### src/hdl/tbce_pkg.sv
// ----------------------------------------------------------------------------
// tbce_pkg
// Shared opcodes, sizes and controller/datapath handshake structs for the
// tiny byte CPU execute block.
// ----------------------------------------------------------------------------
package tbce_pkg;

  // Program window and data memory size
  localparam int PROGRAM_SLOTS = 16;
  localparam int MEMORY_DEPTH  = 256;
  localparam int LEN_W         = 5;
  localparam int EFF_W         = 9;
  localparam logic [LEN_W-1:0] LEN_RESET = 5'd16;

  // Opcodes (upper nibble of the first byte)
  localparam logic [3:0] OP_LDD = 4'd0;   // Rn = M[b2]
  localparam logic [3:0] OP_STD = 4'd1;   // M[b2] = Rn
  localparam logic [3:0] OP_LDR = 4'd2;   // Rn = M[Rm]
  localparam logic [3:0] OP_STR = 4'd3;   // M[Rn] = Rm
  localparam logic [3:0] OP_LIT = 4'd4;   // Rn = b2
  localparam logic [3:0] OP_MOV = 4'd5;   // Rn = Rm
  localparam logic [3:0] OP_ADD = 4'd6;
  localparam logic [3:0] OP_SUB = 4'd7;
  localparam logic [3:0] OP_MUL = 4'd8;
  localparam logic [3:0] OP_DIV = 4'd9;
  localparam logic [3:0] OP_AND = 4'd10;  // sum test, equals two
  localparam logic [3:0] OP_OR  = 4'd11;  // sum test, zero / one or two
  localparam logic [3:0] OP_JZ  = 4'd12;
  localparam logic [3:0] OP_EQ  = 4'd13;
  localparam logic [3:0] OP_LT  = 4'd14;

  // Controller to datapath commands
  typedef struct packed {
    logic capture;    // latch the incoming instruction
    logic rf_read;    // read Rn and Rm
    logic issue;      // data memory read, divider launch
    logic div_start;
    logic commit;     // write back and load the result register
  } tbce_cmd_t;

  // Datapath to controller status
  typedef struct packed {
    logic is_div;
    logic div_done;
    logic out_free;
  } tbce_sts_t;

endpackage

### src/hdl/tbce_channels.sv
// ----------------------------------------------------------------------------
// tbce channels
// Valid/ready channel interfaces: instruction input, result output and
// program length configuration.
// ----------------------------------------------------------------------------
interface tbce_in_if;
  logic       valid;
  logic       ready;
  logic [7:0] first_byte;
  logic [7:0] second_byte;
  modport source (output valid, output first_byte, output second_byte, input ready);
  modport sink   (input valid, input first_byte, input second_byte, output ready);
endinterface

interface tbce_out_if;
  logic       valid;
  logic       ready;
  logic [7:0] next_pc;
  logic       done_res;
  logic       reg_write_valid;
  logic [3:0] reg_index;
  logic [7:0] reg_value;
  logic       mem_write_valid;
  logic [7:0] mem_address;
  logic [7:0] mem_value;
  modport source (output valid, output next_pc, output done_res,
                  output reg_write_valid, output reg_index, output reg_value,
                  output mem_write_valid, output mem_address, output mem_value,
                  input ready);
  modport sink   (input valid, input next_pc, input done_res,
                  input reg_write_valid, input reg_index, input reg_value,
                  input mem_write_valid, input mem_address, input mem_value,
                  output ready);
endinterface

interface tbce_cfg_if;
  logic       valid;
  logic       ready;
  logic [4:0] program_length;
  modport source (output valid, output program_length, input ready);
  modport sink   (input valid, input program_length, output ready);
endinterface

### src/hdl/tbce_div.sv
// ----------------------------------------------------------------------------
// tbce_div
// 8-bit restoring divider, one quotient bit per cycle. A zero divisor
// yields all ones.
// ----------------------------------------------------------------------------
module tbce_div import tbce_pkg::*; (
  input  logic       clk,
  input  logic       rst_n,
  input  logic       start,
  input  logic [7:0] dividend,
  input  logic [7:0] divisor,
  output logic       done,
  output logic [7:0] quotient
);

  logic       busy_r, busy_nxt;
  logic       done_r, done_nxt;
  logic [2:0] cnt_r, cnt_nxt;
  logic [7:0] rem_r, rem_nxt;
  logic [7:0] quo_r, quo_nxt;
  logic [7:0] dvs_r, dvs_nxt;
  logic [8:0] shifted;
  logic       fits;
  logic [7:0] diff;

  // One restoring step
  assign shifted = {rem_r, quo_r[7]};
  assign fits    = shifted >= {1'b0, dvs_r};
  assign diff    = shifted[7:0] - dvs_r;

  always_comb begin
    busy_nxt = busy_r;
    done_nxt = 1'b0;
    cnt_nxt  = cnt_r;
    rem_nxt  = rem_r;
    quo_nxt  = quo_r;
    dvs_nxt  = dvs_r;
    if (start) begin
      busy_nxt = 1'b1;
      cnt_nxt  = 3'd0;
      rem_nxt  = 8'd0;
      quo_nxt  = dividend;
      dvs_nxt  = divisor;
    end else if (busy_r) begin
      rem_nxt = fits ? diff : shifted[7:0];
      quo_nxt = {quo_r[6:0], fits};
      cnt_nxt = cnt_r + 3'd1;
      if (cnt_r == 3'd7) begin
        busy_nxt = 1'b0;
        done_nxt = 1'b1;
      end
    end
  end

  always_ff @(posedge clk) begin
    if (!rst_n) begin
      busy_r <= 1'b0;
      done_r <= 1'b0;
      cnt_r  <= 3'd0;
    end else begin
      busy_r <= busy_nxt;
      done_r <= done_nxt;
      cnt_r  <= cnt_nxt;
    end
  end

  always_ff @(posedge clk) begin
    rem_r <= rem_nxt;
    quo_r <= quo_nxt;
    dvs_r <= dvs_nxt;
  end

  assign done     = done_r;
  assign quotient = quo_r;

endmodule

### src/hdl/tbce_ctrl.sv
// ----------------------------------------------------------------------------
// tbce_ctrl
// Instruction sequencer: accept, register read, issue, divide wait,
// write back.
// ----------------------------------------------------------------------------
module tbce_ctrl import tbce_pkg::*; (
  input  logic      clk,
  input  logic      rst_n,
  input  logic      in_valid,
  output logic      in_ready,
  input  tbce_sts_t sts,
  output tbce_cmd_t cmd
);

  localparam logic [2:0] S_IDLE = 3'd0;
  localparam logic [2:0] S_RD   = 3'd1;
  localparam logic [2:0] S_EX   = 3'd2;
  localparam logic [2:0] S_DIV  = 3'd3;
  localparam logic [2:0] S_WB   = 3'd4;

  logic [2:0] state_r, state_nxt;

  // Next state and commands
  always_comb begin
    state_nxt = state_r;
    cmd       = '0;
    in_ready  = 1'b0;
    case (state_r)
      S_IDLE: begin
        in_ready = 1'b1;
        if (in_valid) begin
          cmd.capture = 1'b1;
          state_nxt   = S_RD;
        end
      end
      S_RD: begin
        cmd.rf_read = 1'b1;
        state_nxt   = S_EX;
      end
      S_EX: begin
        cmd.issue = 1'b1;
        if (sts.is_div) begin
          cmd.div_start = 1'b1;
          state_nxt     = S_DIV;
        end else begin
          state_nxt = S_WB;
        end
      end
      S_DIV: begin
        if (sts.div_done) state_nxt = S_WB;
      end
      S_WB: begin
        if (sts.out_free) begin
          cmd.commit = 1'b1;
          state_nxt  = S_IDLE;
        end
      end
      default: state_nxt = S_IDLE;
    endcase
  end

  always_ff @(posedge clk) begin
    if (!rst_n) begin
      state_r <= S_IDLE;
    end else begin
      state_r <= state_nxt;
    end
  end

endmodule

### src/hdl/tbce_datapath.sv
// ----------------------------------------------------------------------------
// tbce_datapath
// Register file, data memory, ALU, divider, program counter, program
// length register and the result register.
// ----------------------------------------------------------------------------
module tbce_datapath import tbce_pkg::*; (
  input  logic             clk,
  input  logic             rst_n,
  input  tbce_cmd_t        cmd,
  output tbce_sts_t        sts,
  input  logic [7:0]       first_byte,
  input  logic [7:0]       second_byte,
  input  logic             cfg_valid,
  input  logic [LEN_W-1:0] cfg_length,
  input  logic             out_ready,
  output logic             out_valid,
  output logic [7:0]       next_pc,
  output logic             done_res,
  output logic             reg_write_valid,
  output logic [3:0]       reg_index,
  output logic [7:0]       reg_value,
  output logic             mem_write_valid,
  output logic [7:0]       mem_address,
  output logic [7:0]       mem_value
);

  // Instruction latch
  logic [7:0] b1_r, b2_r;
  logic [3:0] op, rn, rm;

  always_ff @(posedge clk) begin
    if (cmd.capture) begin
      b1_r <= first_byte;
      b2_r <= second_byte;
    end
  end

  assign op = b1_r[7:4];
  assign rn = b1_r[3:0];
  assign rm = b2_r[7:4];

  // Control registers: pc, program length, valid bits, result valid
  logic [7:0]              pc_r, pc_nxt;
  logic [LEN_W-1:0]        len_r;
  logic [15:0]             rf_vld_r;
  logic [MEMORY_DEPTH-1:0] dm_vld_r;
  logic                    out_vld_r, out_vld_nxt;

  // Result of the current instruction
  logic       rw, mw;
  logic [7:0] rv, maddr, mv, npc;
  logic       done_c;

  // Register file: two registered reads, one write
  logic [7:0] rf_mem [16];
  logic [7:0] a_raw_r, b_raw_r;
  logic       a_vld_r, b_vld_r;
  logic [7:0] a, b;

  always_ff @(posedge clk) begin
    if (cmd.rf_read) begin
      a_raw_r <= rf_mem[rn];
      b_raw_r <= rf_mem[rm];
      a_vld_r <= rf_vld_r[rn];
      b_vld_r <= rf_vld_r[rm];
    end
    if (cmd.commit && rw) rf_mem[rn] <= rv;
  end

  // Entries not yet written read as zero
  assign a = a_vld_r ? a_raw_r : 8'd0;
  assign b = b_vld_r ? b_raw_r : 8'd0;

  // Data memory: one registered read, one write
  logic [7:0] dm_mem [MEMORY_DEPTH];
  logic [7:0] ld_addr;
  logic [7:0] md_raw_r;
  logic       md_vld_r;
  logic [7:0] md;

  assign ld_addr = (op == OP_LDR) ? b : b2_r;

  always_ff @(posedge clk) begin
    if (cmd.issue) begin
      md_raw_r <= dm_mem[ld_addr];
      md_vld_r <= dm_vld_r[ld_addr];
    end
    if (cmd.commit && mw) dm_mem[maddr] <= mv;
  end

  assign md = md_vld_r ? md_raw_r : 8'd0;

  // Divider
  logic       div_done;
  logic [7:0] quotient;

  tbce_div u_div (
    .clk      (clk),
    .rst_n    (rst_n),
    .start    (cmd.div_start),
    .dividend (a),
    .divisor  (b),
    .done     (div_done),
    .quotient (quotient)
  );

  // Effective program length and halt check
  logic [EFF_W-1:0] len_ext, eff_len;
  logic             halted;

  assign len_ext = {{(EFF_W-LEN_W){1'b0}}, len_r};
  assign eff_len = (len_ext > EFF_W'(PROGRAM_SLOTS)) ? EFF_W'(PROGRAM_SLOTS) : len_ext;
  assign halted  = {1'b0, pc_r} >= eff_len;

  // Execute
  logic [8:0] sum9;
  logic [7:0] prod;
  logic [7:0] base_pc;

  assign sum9 = {1'b0, a} + {1'b0, b};
  assign prod = a * b;

  always_comb begin
    rw      = 1'b0;
    mw      = 1'b0;
    rv      = 8'd0;
    maddr   = 8'd0;
    mv      = 8'd0;
    base_pc = pc_r;
    case (op)
      OP_LDD: begin rw = 1'b1; rv = md; end
      OP_STD: begin mw = 1'b1; maddr = b2_r; mv = a; end
      OP_LDR: begin rw = 1'b1; rv = md; end
      OP_STR: begin mw = 1'b1; maddr = a; mv = b; end
      OP_LIT: begin rw = 1'b1; rv = b2_r; end
      OP_MOV: begin rw = 1'b1; rv = b; end
      OP_ADD: begin rw = 1'b1; rv = sum9[7:0]; end
      OP_SUB: begin rw = 1'b1; rv = a - b; end
      OP_MUL: begin rw = 1'b1; rv = prod; end
      OP_DIV: begin rw = 1'b1; rv = quotient; end
      OP_AND: begin rw = 1'b1; rv = {7'd0, sum9 == 9'd2}; end
      OP_OR: begin
        // zero sum writes 0, sum of one or two writes 1, else no write
        if (sum9 == 9'd0) begin
          rw = 1'b1;
        end else if (sum9 < 9'd3) begin
          rw = 1'b1;
          rv = 8'd1;
        end
      end
      OP_JZ: begin
        if (a == 8'd0) base_pc = pc_r + b2_r;
      end
      OP_EQ:   begin rw = 1'b1; rv = {7'd0, a == b}; end
      OP_LT:   begin rw = 1'b1; rv = {7'd0, a < b}; end
      default: ;
    endcase
    npc = base_pc + 8'd1;
    // Past the end of the program: hold the pc, write nothing
    if (halted) begin
      rw    = 1'b0;
      mw    = 1'b0;
      rv    = 8'd0;
      maddr = 8'd0;
      mv    = 8'd0;
      npc   = pc_r;
    end
  end

  assign done_c = {1'b0, npc} >= eff_len;
  assign pc_nxt = cmd.commit ? npc : pc_r;

  // Result register handshake
  always_comb begin
    out_vld_nxt = out_vld_r;
    if (cmd.commit)     out_vld_nxt = 1'b1;
    else if (out_ready) out_vld_nxt = 1'b0;
  end

  always_ff @(posedge clk) begin
    if (!rst_n) begin
      pc_r      <= 8'd0;
      len_r     <= LEN_RESET;
      rf_vld_r  <= '0;
      dm_vld_r  <= '0;
      out_vld_r <= 1'b0;
    end else begin
      pc_r      <= pc_nxt;
      out_vld_r <= out_vld_nxt;
      if (cfg_valid) len_r <= cfg_length;
      if (cmd.commit && rw) rf_vld_r[rn] <= 1'b1;
      if (cmd.commit && mw) dm_vld_r[maddr] <= 1'b1;
    end
  end

  always_ff @(posedge clk) begin
    if (cmd.commit) begin
      next_pc         <= npc;
      done_res        <= done_c;
      reg_write_valid <= rw;
      reg_index       <= rw ? rn : 4'd0;
      reg_value       <= rv;
      mem_write_valid <= mw;
      mem_address     <= maddr;
      mem_value       <= mv;
    end
  end

  assign out_valid    = out_vld_r;
  assign sts.is_div   = (op == OP_DIV);
  assign sts.div_done = div_done;
  assign sts.out_free = !out_vld_r || out_ready;

endmodule

### src/hdl/tiny_byte_cpu_execute_top.sv
// ----------------------------------------------------------------------------
// tiny_byte_cpu_execute_top
// Executes one two-byte instruction per item on an 8-bit machine with
// 16 registers and 256 data bytes.
// ----------------------------------------------------------------------------
//  channel | dir | payload
//  in_ch   | in  | first_byte, second_byte
//  out_ch  | out | next_pc, done_res, reg/mem write fields
//  cfg_ch  | in  | program_length (always ready)
//
//  One instruction at a time: accept, register read, issue, write back;
//  a divide also waits in the divide state for the bit-serial divider.
//  Reset clears pc, length (16), and valid bits of registers and memory.
//  A stalled result holds in the result register; the next item is still
//  accepted and waits in write back.
// ----------------------------------------------------------------------------
module tiny_byte_cpu_execute_top import tbce_pkg::*; (
  input  logic        clk,
  input  logic        rst_n,
  tbce_in_if.sink     in_ch,
  tbce_out_if.source  out_ch,
  tbce_cfg_if.sink    cfg_ch
);

  tbce_cmd_t cmd;
  tbce_sts_t sts;

  assign cfg_ch.ready = 1'b1;

  // Sequencer
  tbce_ctrl u_ctrl (
    .clk      (clk),
    .rst_n    (rst_n),
    .in_valid (in_ch.valid),
    .in_ready (in_ch.ready),
    .sts      (sts),
    .cmd      (cmd)
  );

  // Datapath
  tbce_datapath u_dp (
    .clk             (clk),
    .rst_n           (rst_n),
    .cmd             (cmd),
    .sts             (sts),
    .first_byte      (in_ch.first_byte),
    .second_byte     (in_ch.second_byte),
    .cfg_valid       (cfg_ch.valid),
    .cfg_length      (cfg_ch.program_length),
    .out_ready       (out_ch.ready),
    .out_valid       (out_ch.valid),
    .next_pc         (out_ch.next_pc),
    .done_res        (out_ch.done_res),
    .reg_write_valid (out_ch.reg_write_valid),
    .reg_index       (out_ch.reg_index),
    .reg_value       (out_ch.reg_value),
    .mem_write_valid (out_ch.mem_write_valid),
    .mem_address     (out_ch.mem_address),
    .mem_value       (out_ch.mem_value)
  );

  // One item in flight: no accept right after an accept
  a_one_in_flight: assert property (@(posedge clk) disable iff (!rst_n)
    (in_ch.valid && in_ch.ready) |=> !in_ch.ready)
    else $error("input accepted while an item is in flight");

  // Unused register write fields are zero
  a_reg_fields: assert property (@(posedge clk) disable iff (!rst_n)
    (out_ch.valid && !out_ch.reg_write_valid) |->
      (out_ch.reg_index == 4'd0 && out_ch.reg_value == 8'd0))
    else $error("register fields set without a register write");

  // Unused memory write fields are zero
  a_mem_fields: assert property (@(posedge clk) disable iff (!rst_n)
    (out_ch.valid && !out_ch.mem_write_valid) |->
      (out_ch.mem_address == 8'd0 && out_ch.mem_value == 8'd0))
    else $error("memory fields set without a memory write");

  // No instruction writes both a register and memory
  a_one_write: assert property (@(posedge clk) disable iff (!rst_n)
    out_ch.valid |-> !(out_ch.reg_write_valid && out_ch.mem_write_valid))
    else $error("register and memory written by one instruction");

endmodule

### src/flat_wrapper.sv
// flat-port wrapper written by rule: the top's interface ports become plain ports
module tiny_byte_cpu_execute_top_flat import tbce_pkg::*;
  (clk, rst_n, in_ch_valid, in_ch_first_byte, in_ch_second_byte, in_ch_ready, out_ch_valid, out_ch_next_pc, out_ch_done_res, out_ch_reg_write_valid, out_ch_reg_index, out_ch_reg_value, out_ch_mem_write_valid, out_ch_mem_address, out_ch_mem_value, out_ch_ready, cfg_ch_valid, cfg_ch_program_length, cfg_ch_ready);
  tbce_in_if in_ch_i ();
  tbce_out_if out_ch_i ();
  tbce_cfg_if cfg_ch_i ();
  input  logic clk;
  input  logic rst_n;
  input wire logic [$bits(in_ch_i.valid)-1:0] in_ch_valid;
  input wire logic [$bits(in_ch_i.first_byte)-1:0] in_ch_first_byte;
  input wire logic [$bits(in_ch_i.second_byte)-1:0] in_ch_second_byte;
  output wire logic [$bits(in_ch_i.ready)-1:0] in_ch_ready;
  output wire logic [$bits(out_ch_i.valid)-1:0] out_ch_valid;
  output wire logic [$bits(out_ch_i.next_pc)-1:0] out_ch_next_pc;
  output wire logic [$bits(out_ch_i.done_res)-1:0] out_ch_done_res;
  output wire logic [$bits(out_ch_i.reg_write_valid)-1:0] out_ch_reg_write_valid;
  output wire logic [$bits(out_ch_i.reg_index)-1:0] out_ch_reg_index;
  output wire logic [$bits(out_ch_i.reg_value)-1:0] out_ch_reg_value;
  output wire logic [$bits(out_ch_i.mem_write_valid)-1:0] out_ch_mem_write_valid;
  output wire logic [$bits(out_ch_i.mem_address)-1:0] out_ch_mem_address;
  output wire logic [$bits(out_ch_i.mem_value)-1:0] out_ch_mem_value;
  input wire logic [$bits(out_ch_i.ready)-1:0] out_ch_ready;
  input wire logic [$bits(cfg_ch_i.valid)-1:0] cfg_ch_valid;
  input wire logic [$bits(cfg_ch_i.program_length)-1:0] cfg_ch_program_length;
  output wire logic [$bits(cfg_ch_i.ready)-1:0] cfg_ch_ready;
  assign in_ch_i.valid = in_ch_valid;
  assign in_ch_i.first_byte = in_ch_first_byte;
  assign in_ch_i.second_byte = in_ch_second_byte;
  assign in_ch_ready = in_ch_i.ready;
  assign out_ch_valid = out_ch_i.valid;
  assign out_ch_next_pc = out_ch_i.next_pc;
  assign out_ch_done_res = out_ch_i.done_res;
  assign out_ch_reg_write_valid = out_ch_i.reg_write_valid;
  assign out_ch_reg_index = out_ch_i.reg_index;
  assign out_ch_reg_value = out_ch_i.reg_value;
  assign out_ch_mem_write_valid = out_ch_i.mem_write_valid;
  assign out_ch_mem_address = out_ch_i.mem_address;
  assign out_ch_mem_value = out_ch_i.mem_value;
  assign out_ch_i.ready = out_ch_ready;
  assign cfg_ch_i.valid = cfg_ch_valid;
  assign cfg_ch_i.program_length = cfg_ch_program_length;
  assign cfg_ch_ready = cfg_ch_i.ready;
  tiny_byte_cpu_execute_top u_core (.clk(clk), .rst_n(rst_n), .in_ch(in_ch_i), .out_ch(out_ch_i), .cfg_ch(cfg_ch_i));
endmodule
### config.mk
export PLATFORM = sky130hd
export DESIGN_NAME = tiny_byte_cpu_execute_top_flat
export DESIGN_NICKNAME = d
export VERILOG_FILES = /design/src/hdl/tbce_pkg.sv /design/src/hdl/tbce_channels.sv /design/src/hdl/tbce_div.sv /design/src/hdl/tbce_ctrl.sv /design/src/hdl/tbce_datapath.sv /design/src/hdl/tiny_byte_cpu_execute_top.sv /design/src/flat_wrapper.sv
export SDC_FILE = /design/constraint.sdc
export NUM_CORES = 2
export LEC_CHECK = 0
export ABC_CLOCK_PERIOD_IN_PS = 11200
export BUFFER_PORTS_ARGS = -buffer_cell sky130_fd_sc_hd__buf_4
export CAP_MARGIN = 20
export CORE_MARGIN = 2
export CORE_UTILIZATION = 50
export CTS_CLUSTER_SIZE = 30
export DETAILED_ROUTE_END_ITERATION = 10
export PLACE_DENSITY = 0.65
export SLEW_MARGIN = 0
export SYNTH_ARGS = -nofsm -noshare
export SYNTH_HDL_FRONTEND = slang
export SYNTH_SLANG_ARGS = --single-unit
### constraint.sdc
create_clock -name clk -period 11.2 [get_ports clk]
set_input_delay 2.24 -clock clk [delete_from_list [all_inputs] [get_ports clk]]
set_output_delay 2.24 -clock clk [all_outputs]
set_load 0.01 [all_outputs]
==> results.ini <==
[timing]
slew_viol_final = 0
rsz0062_at_grt = false
hold_viol = 0
relSlewSlack_pct = 19.5
worst_pin_slew_ps = 1190
max_freq_ghz = 0.170
skew_ps = 57.3
fin_setup_tns_ps = 0
fin_crit_sh_pct = 52.5
setup_viol = 0
fin_crit_ps = 5880

[drt]
ant_nets = 0
wirelength_um = 305000
routed-via-count = 68200
wire_per_inst_um = 28.2
drtIter0Drc = 10100
vias_per_cell = 6.28
drtPass1Iterations = 8
drc = 0

[critical_path]
worst_ep_required_time_ps = 11820
critPathCapture = u_core.u_dp.md_raw_r[6]$_DFFE_PP_
reg2regPathDepth = 11
crit_path_end_kind = flop
start_kind = flop
cp_slowest_stage_delay_ps = 890
cp.arrival_ps = 6500
crit_path_top_delay_cell = nand2_1
r2r_end = u_core.u_dp.md_raw_r[6]$_DFFE_PP_
r2r_setup_slack_ps = 5320
path_cells = nand2_1, inv_2, mux2_2, buf_4, nor2_1, nand2_1, o22ai_1, nor4_1, nor3_1, nor4_1, nand3_1
path_max_fanout = 25
path_class = reg2reg
cp-startpoint = u_core.u_dp.b_vld_r$_DFFE_PN_
timing.rr.start = u_core.u_dp.b_vld_r$_DFFE_PN_

[global_route]
grt_max_degree = 201
antenna_found_initial = 12
overflow = 0
grt_usage_pct = 28.5
first_global_vias = 64700
grt_first_pass_wirelength_um = 441000

[floorplan]
rows = 167
start_util_pct = 50.2
die_area_um2 = 211000
chipHeight_um = 460
ioPinCount = 68
fp.dieW_um = 460
core_um2 = 207000

[yosys]
synth-compound-area-share_pct = 5.79
synth-xor-area-share_pct = 0.337
synth_top_family_by_area = simple AND/OR/NAND/NOR gates
avgSynthCellArea_um2 = 13.0
synth_cells = 7960
muxShareOfSynthArea_pct = 4.29
async_flop_share_pct = 0
yosysUniqueCellTypes = 86
synth-edff-count = 2274
syn_area_um2 = 104000
synthFlopType = edfxtp_1
synth-adder-area-share_pct = 1.01
synth_seq_cells = 2576
yosys_warnings = 0
synth.net_count = 8058
ys_seq_area_share_pct = 71.6
synth_simple_gate_area_share_pct = 14.8

[cts]
clk_root_buffer_cell = clkbuf_16
htreeDepth = 5
cts_max_path_buffers = 4
numCtsBuffers = 278
cts.clk_slew.worst_paths_ps = 60
insertion_delay_ps = 960
cts.sink_count = 2576
post_cts_buffers = 0
cts_tree = built
cts_hold_buf = 0
cts_resized = 0

[pwr]
p_sw_share_pct = 30.8
power_switching_uw = 7790
p_int_uw = 17500
power.clock.fraction_pct = 35.1
powerDensity_nw_per_um2 = 217
combPwrFrac_pct = 21.7
p_seq_share_pct = 43.2
peakVddDrop_uv = 166
leakage_uw = 0.0389

[placement]
port_buffers = 66
placed_area_um2 = 108000
gp_congestion = 0.926
hpwl_um = 180000

[finish]
finalInstanceArea_um2 = 116000
final_cell_mix = edfxtp_1, nand2_1, nand3_1, nor2_1, dfxtp_1
area_growth_pct = 11.9
nets = 8045
fin_util_pct = 56.2
num-fill-cells = 16500
post_route_cells_drive_above_1_share_pct = 10.2
final_common_cell = edfxtp_1

[min_path]
hold_class = reg2reg

[run]
drv_cap = 0

[status]
outcome = finished, final reports clean

==> area by class of cell <==
type,count,area (µm²),area share [%]
clock inverter,101,1050,0.903
timing repair buffer,208,1810,1.56
clock buffer,374,7590,6.53
tap,2704,3380,2.91
inverter,75,282,0.242
antenna,2,5.00,0.00430
multi-input combinational,4808,27800,23.9
sequential,2576,74300,63.9
==> Yosys cell counts (all sizes together), types with 9 or more instances <==
cell type,n,share of area [%]
a32oi,35,0.31
dfxtp,302,5.8
nor4,41,0.25
inv,74,0.27
a22oi,43,0.31
edfxtp,2274,66
and2,15,0.090
nor2b,19,0.11
mux2i,80,0.77
nor3,40,0.19
and3,9,0.054
a22o,9,0.076
a41oi,26,0.22
a2111oi,9,0.076
a31oi,221,1.3
nand2b,24,0.14
o22ai,12,0.072
nand3,696,3.4
nand4,255,1.5
clkbuf,354,1.3
nor2,361,1.3
xnor2,31,0.29
ha,58,0.70
a21o,11,0.080
o21a,261,1.9
mux4,158,3.4
a21oi,120,0.58
nand2,2077,7.5
fa,14,0.27
o21ai,70,0.34
buf,147,0.64
==> metrics by stage <==
stage          hold slack, ps  std cells  total power (µW)  setup WS, ps
2_1_floorplan             432       7960             14400          2120
3_3_place_gp              442      10400             16400          4970
3_5_place_dp              451      10400             16500          4880
4_1_cts                   462      10800             25300          5080
5_1_grt                   475      10800             26000          5110
6_report                  461      10800             25300          5320
==> critical path: cells and delay by family, from the launching register on <==
family / cells / cell delay [ps]
mux: 1 / 210
buf+inv: 2 / 860
compound gates: 1 / 240
simple gates: 7 / 3510
flops: 1 / 710
==> metal layers <==
layer / vias to the layer above / part of all wire, % / global-route usage, % / wire length, µm
met5: - / 0.020 / 0 / 61
met4: 8 / 3.8 / 10.5 / 11500
met3: 574 / 11 / 5.57 / 32200
met2: 3951 / 46 / 44.0 / 141000
met1: 34200 / 40 / 40.2 / 121000
li1: 29400 / - / - / -
==> logic make-up after synthesis <==
| group | after synthesis |
|---|---|
| xor gates and xnor gates | 37 |
| AOI/OAI and AO/OA | 879 |
| DFF | 2576 |
| adders and majority gates | 76 |
| muxes | 246 |
| buffers and inverters | 576 |
| and+or+nand+nor | 3569 |
| other | 1 |
==> power by group through the flow <==
stage | logic, µW | clock network (µW) | registers (µW)
4_1_cts | 5400 | 8940 | 10900
5_1_grt | 5790 | 9300 | 10900
6_report | 5470 | 8870 | 10900
3_5_place_dp | 5370 | 0 | 11100
2_1_floorplan | 3300 | 0 | 11100
3_3_place_gp | 5320 | 0 | 11100
==> sequential cells by signal (all words and copies together), names as in the netlist, 16 cells and up <==
register / flops
u_core.u_dp.dm_mem: 2048
u_core.u_dp.rf_mem: 128
u_core.u_dp.rf_vld_r: 16
u_core.u_dp.dm_vld_r: 256
==> worst min path at each step <==
stage	cells past startpoint	end	slack (ps)	start
after floorplan	2	u_core.u_dp.rf_vld_r[14]$_SDFFE_PN0P_	430	u_core.u_dp.rf_vld_r[14]$_SDFFE_PN0P_
after global placement	1	u_core.u_dp.dm_vld_r[175]$_SDFFE_PN0P_	440	u_core.u_dp.dm_vld_r[175]$_SDFFE_PN0P_
after detailed placement	1	u_core.u_dp.dm_vld_r[166]$_SDFFE_PN0P_	450	u_core.u_dp.dm_vld_r[166]$_SDFFE_PN0P_
after CTS	2	u_core.u_dp.rf_vld_r[6]$_SDFFE_PN0P_	460	u_core.u_dp.rf_vld_r[6]$_SDFFE_PN0P_
after global routing	1	u_core.u_dp.dm_vld_r[195]$_SDFFE_PN0P_	470	u_core.u_dp.dm_vld_r[195]$_SDFFE_PN0P_
final	1	u_core.u_dp.dm_vld_r[46]$_SDFFE_PN0P_	460	u_core.u_dp.dm_vld_r[46]$_SDFFE_PN0P_
Note: power is estimated with default switching activity, not from simulation.
